--- src/design/scc_pkg.sv ---
// Shared types and constants for the strong connectivity check core.
// Used by scc_ctrl, scc_dpath and strong_connectivity_check_core.
`default_nettype none

package scc_pkg;

  localparam int MaxVertices = 64;
  localparam int VidxW       = $clog2(MaxVertices);
  localparam int CountW      = $clog2(MaxVertices + 1);
  localparam int FieldW      = 7;

  typedef logic [VidxW-1:0]       vidx_t;
  typedef logic [CountW-1:0]      count_t;
  typedef logic [MaxVertices-1:0] vset_t;
  typedef logic [FieldW-1:0]      field_t;

  typedef enum logic [2:0] {
    StIdle,
    StRev,
    StSrcInit,
    StScan,
    StDrain,
    StEval
  } state_t;

  typedef struct packed {
    logic accept;
    logic wr_fwd;
    logic wr_rev;
    logic src_init;
    logic scan;
    logic rescan;
    logic next_src;
    logic finish;
    logic result;
  } cmd_t;

  typedef struct packed {
    logic edge_ok;
    logic rev_needed;
    logic last_in;
    logic last_r;
    logic scan_last;
    logic src_last;
    logic full;
    logic grew;
  } status_t;

endpackage

`default_nettype wire

--- src/design/scc_ctrl.sv ---
// Controller FSM: edge loading and the reach-set sweep for each source.
// Depends on scc_pkg; drives scc_dpath through cmd_t, reads status_t.
`default_nettype none

module scc_ctrl (
  input  wire logic             clk,
  input  wire logic             rst_n,
  input  wire logic             start,
  output logic                  busy,
  input  wire scc_pkg::status_t status,
  output scc_pkg::cmd_t         cmd
);

  scc_pkg::state_t state_r, state_nxt;

  always_ff @(posedge clk) begin
    if (!rst_n) begin
      state_r <= scc_pkg::StIdle;
    end else begin
      state_r <= state_nxt;
    end
  end

  always_comb begin
    state_nxt = state_r;
    cmd       = '0;
    unique case (state_r)
      scc_pkg::StIdle: begin
        if (start) begin
          cmd.accept = 1'b1;
          cmd.wr_fwd = status.edge_ok;
          if (status.rev_needed) begin
            state_nxt = scc_pkg::StRev;
          end else if (status.last_in) begin
            state_nxt = scc_pkg::StSrcInit;
          end
        end
      end
      scc_pkg::StRev: begin
        cmd.wr_rev = 1'b1;
        state_nxt  = status.last_r ? scc_pkg::StSrcInit : scc_pkg::StIdle;
      end
      scc_pkg::StSrcInit: begin
        cmd.src_init = 1'b1;
        state_nxt    = scc_pkg::StScan;
      end
      scc_pkg::StScan: begin
        cmd.scan = 1'b1;
        if (status.scan_last) begin
          state_nxt = scc_pkg::StDrain;
        end
      end
      // last row read lands and merges here
      scc_pkg::StDrain: begin
        state_nxt = scc_pkg::StEval;
      end
      scc_pkg::StEval: begin
        priority if (status.full) begin
          if (status.src_last) begin
            cmd.finish = 1'b1;
            cmd.result = 1'b1;
            state_nxt  = scc_pkg::StIdle;
          end else begin
            cmd.next_src = 1'b1;
            state_nxt    = scc_pkg::StSrcInit;
          end
        end else if (status.grew) begin
          cmd.rescan = 1'b1;
          state_nxt  = scc_pkg::StScan;
        end else begin
          // closure reached without covering all vertices
          cmd.finish = 1'b1;
          cmd.result = 1'b0;
          state_nxt  = scc_pkg::StIdle;
        end
      end
      default: begin
        state_nxt = scc_pkg::StIdle;
      end
    endcase
  end

  assign busy = (state_r != scc_pkg::StIdle);

endmodule

`default_nettype wire

--- config.mk ---
export PLATFORM = sky130hd
export DESIGN_NAME = scc_ctrl
export DESIGN_NICKNAME = d
export VERILOG_FILES = /design/src/design/scc_pkg.sv /design/src/design/scc_ctrl.sv
export SDC_FILE = /design/constraint.sdc
export NUM_CORES = 1
export LEC_CHECK = 0
export ABC_AREA = 1
export BUFFER_PORTS_ARGS = -buffer_cell sky130_fd_sc_hd__clkbuf_2
export CAP_MARGIN = 20
export CORE_AREA = 3 3 40 42
export DETAILED_ROUTE_END_ITERATION = 6
export DIE_AREA = 0 0 43 45
export PLACE_DENSITY = 0.47
export SETUP_SLACK_MARGIN = 0.4
export SLEW_MARGIN = 10
export SYNTH_ARGS = -nofsm -noshare
export SYNTH_HDL_FRONTEND = slang
export SYNTH_SLANG_ARGS = --single-unit
--- constraint.sdc ---
create_clock -name clk -period 1.33 [get_ports clk]
set_clock_uncertainty 0.05 [all_clocks]
set_input_delay 0.133 -clock clk [delete_from_list [all_inputs] [get_ports clk]]
set_output_delay 0.133 -clock clk [all_outputs]
set_load 0.02 [all_outputs]
==> Word level (Yosys, flattened, before mapping) <==
Cells that the tools add are included.
{ "word_totals": {"register_bits": 3, "in_bits": 11, "word_cells": 34, "out_inout_bits": 10} }
{ "classes": {"reduce_logical": 3, "eq_ne": 8, "mux": 22} }
{ "ops": {"columns": ["cell", "n"], "rows": [
  ["3-bit case mux with 6 select lines", 1],
  ["2-bit 2-to-1 mux", 8],
  ["3-bit 2-to-1 mux", 5],
  ["1-bit 2-to-1 mux", 7],
  ["3-bit by 2-bit equality test with 1-bit output, second input constant", 2],
  ["3-bit equality test, second input constant", 2],
  ["4-bit 2-to-1 mux", 1],
  ["2-bit != test, second input constant", 2],
  ["3-bit by 1-bit equality test with 1-bit output, second input constant", 1],
  ["3-bit logical NOT", 1],
  ["3-bit != test, second input constant", 1],
  ["3-bit AND reduction", 1],
  ["3-bit nonzero test", 1]
]} }

==> Longest topological paths before layout <==
{ "logic_depth": {"depth_word": 4, "depth_mapped": 7, "mapped_depth_nobuf": 7} }

==> Worst setup path after synthesis <==
OpenSTA, ideal clock, no wires.
{ "synth_path": {"path_type": "reg2out", "startpoint": "register state_r[0]", "endpoint": "output cmd[2] (netlist bit)", "path_stages_with_launch": 3, "setup_slack_ps": 24, "path_buffers": 0, "arrival_time_ps": 1123, "cell_sequence": "dfxtp_1 nand3_1 nor3b_1"} }
{ "synth_rtl": {"columns": ["element", "line_no", "text"], "rows": [
  ["start: declaration", "scc_ctrl.sv:14", "scc_pkg::state_t state_r, state_nxt;"],
  ["start signal: assignment", "scc_ctrl.sv:18", "state_r <= scc_pkg::StIdle;"],
  ["start signal: assignment", "scc_ctrl.sv:20", "state_r <= state_nxt;"],
  ["end: declaration", "scc_ctrl.sv:11", "output scc_pkg::cmd_t cmd"]
]} }

==> metrics <==
DRT antenna net count=0; placed cells=86; final worst setup slack=0.0353 ns; RePlAce Congestion=0.785; worst hold slack=0.122 ns; syn_nets=62; chip height=45 um; CTS Sinks=3; Hold/Removal Path Class=in2reg; Layout Area Growth over Synthesis=157%; Clock Power Share=27.8%; initial core utilization=22.1%; drt first pass iters=3; synth warn=0; DR vias=428; fin nets=94; # H-tree levels=1; Post-Syn Area=284 sq um; DRT iter0 DRCs=4; met1 usage=11.3%; M3 GR Usage=3.19%; crit path DAT=1.11 ns; dpl ws=0.150 ns; CP Data Required Time=1.15 ns; fillcell total=118; Clk Latency, worst-skew pair=0.23 ns; FF-to-FF path depth=8; biggest registers after layout=state_r (3); Worst-path clk slew=0.04 ns; Leak=0.342 nW; Post-Layout Cell Count=97; max reg flops=3; sequential share of the synthesized area=21.1%; largest net degree at the start of global routing=8; internal power=0.353 mW; hold depth=3; Root Buffer=clkbuf_4; Tot Pwr=0.570 mW; Final Max Tran Viols=0; TritonCTS Buffers=3; FP Rows=13; period utilization=97.3%; CTS tree=built; Critical Path Start Type=flip-flop; maximum capacitance violations=0; via/cell ratio=4.41; r2r setup slk=0.12 ns; DIE AREA=1940 sq um; GRT Resource Usage Total=10.5%; met2 GRT Util=17.7%; Cell Area, Placed=480 sq um; Crit Path Max Fanout=5; Psw=0.217 mW; Distinct cells, synth=14; vias in the first global route=390; Worst slew margin=83.3%; Crit Path Category=reg2out; drt drc=0; DIE WIDTH=43 um; fmax=772 MHz; share of cells above drive strength 1=74.4%; Total Wirelength=997 um; maximum vdd drop=528 uV; outcome=completed; final hold viol count=0; main area contributors after synthesis=dfxtp_1, inv_1, nand2_1, nor2_1, nand3_1; Top reg by flops=state_r; post-synth top area cell=dfxtp_1; Post-DP HPWL=735 um; FF+latch count, synth=3; Cell Pwr Density=781 nW/um^2; initial antenna violation count=0; RSZ-0062 raised after global routing=true; Slew @ Worst Pin=0.248 ns; grt total ovfl=0; Ports=21; gr busiest metal=met2; endpoints failing setup=0; Flop pwr share=20.2%; Comb power frac=51.9%; first-pass GRT wire length=1480 um; Core Box Area=1280 sq um; Synth top area share=21.1%; fin util=56.8%; clock tree buffer depth=2; Sum Neg Setup Slack=0 ns; sw frac=38.1%; Avg Cell Area, Syn=5.57 sq um; nature of the critical path endpoint=output pin; # port buffers=20; Post-Synthesis Cells=51; ant diodes=0; min Tclk post-route=1.29 ns; wire per inst=10.3 um; fin area=729 sq um
## layer usage
layer,wire (um),vias to the layer above
met3,63,0
met2,547,14
met1,385,188
met5,0,-
met4,0,0
li1,-,226
## cell type report
class / count / area (sq um) / share of cell area [%]
Sequential cell: 3 / 71.3 / 9.78
Clock buffer: 4 / 26.3 / 3.60
Timing Repair Buffer: 27 / 251 / 34.5
Tap cell: 15 / 18.8 / 2.57
Multi-Input combinational cell: 36 / 309 / 42.4
Inverter: 12 / 52.6 / 7.20
## cell families (layout without fill, tap and decap cells)
| family | Yosys count | in the layout | synth area share (%) |
|---|---|---|---|
| simple gates | 31 | 31 | 52.9 |
| flops | 3 | 3 | 21.1 |
| compound gates | 5 | 5 | 10.1 |
| buf+inv | 12 | 43 | 15.9 |
## power groups by stage
| stage | Clock (mW) | Combinational (mW) | Sequential, mW |
|---|---|---|---|
| floorplan | 0 | 0.131 | 0.116 |
| global placement | 0 | 0.182 | 0.118 |
| detailed placement | 0 | 0.180 | 0.118 |
| CTS | 0.166 | 0.244 | 0.116 |
| global route | 0.171 | 0.316 | 0.117 |
| finish | 0.159 | 0.296 | 0.115 |
## path summary, 6_finish.rpt
kind | start | to
worst max register to register | state_r[1]$_SDFFE_PN0P_ | state_r[0]$_SDFFE_PN0P_
worst max-delay path | state_r[1]$_SDFFE_PN0P_ | cmd[2]
worst min-delay path | rst_n | state_r[1]$_SDFFE_PN0P_
worst min register to register | state_r[2]$_SDFFE_PN0P_ | state_r[2]$_SDFFE_PN0P_
## cells in the mapped netlist, drive strengths merged
library cell	n
nand4	3
nor2	12
nand2	9
dfxtp	3
nand3	4
a21oi	3
inv	12
nor3	1
nor3b	2
o21ai	2
## timing repair
item / in CTS / in global routing
gates resized for setup: 34 / 14
setup buffers: 5 / 2
setup endpoints to repair: 13 / 13
endpoints found under the hold margin: 0 / 0
pin swaps: 10 / 3
hold buffers: 0 / 0
## worst max-delay path, stage by stage, from the launching register on
cell and delay, ns:
dfxtp_4 0.36, inv_4 0.07, nand3_4 0.09, nor3b_4 0.19
clkbuf_8 0.17
## cell usage in the layout (no fill, tap or decap), drive strengths merged
master / count
nand3: 4
nor2: 12
nor3: 1
nand2: 9
a21oi: 3
clkbuf: 18
o21ai: 2
dfxtp: 3
inv: 12
nor3b: 2
buf: 13
nand4: 3
Power figures use the tool's default switching activity.
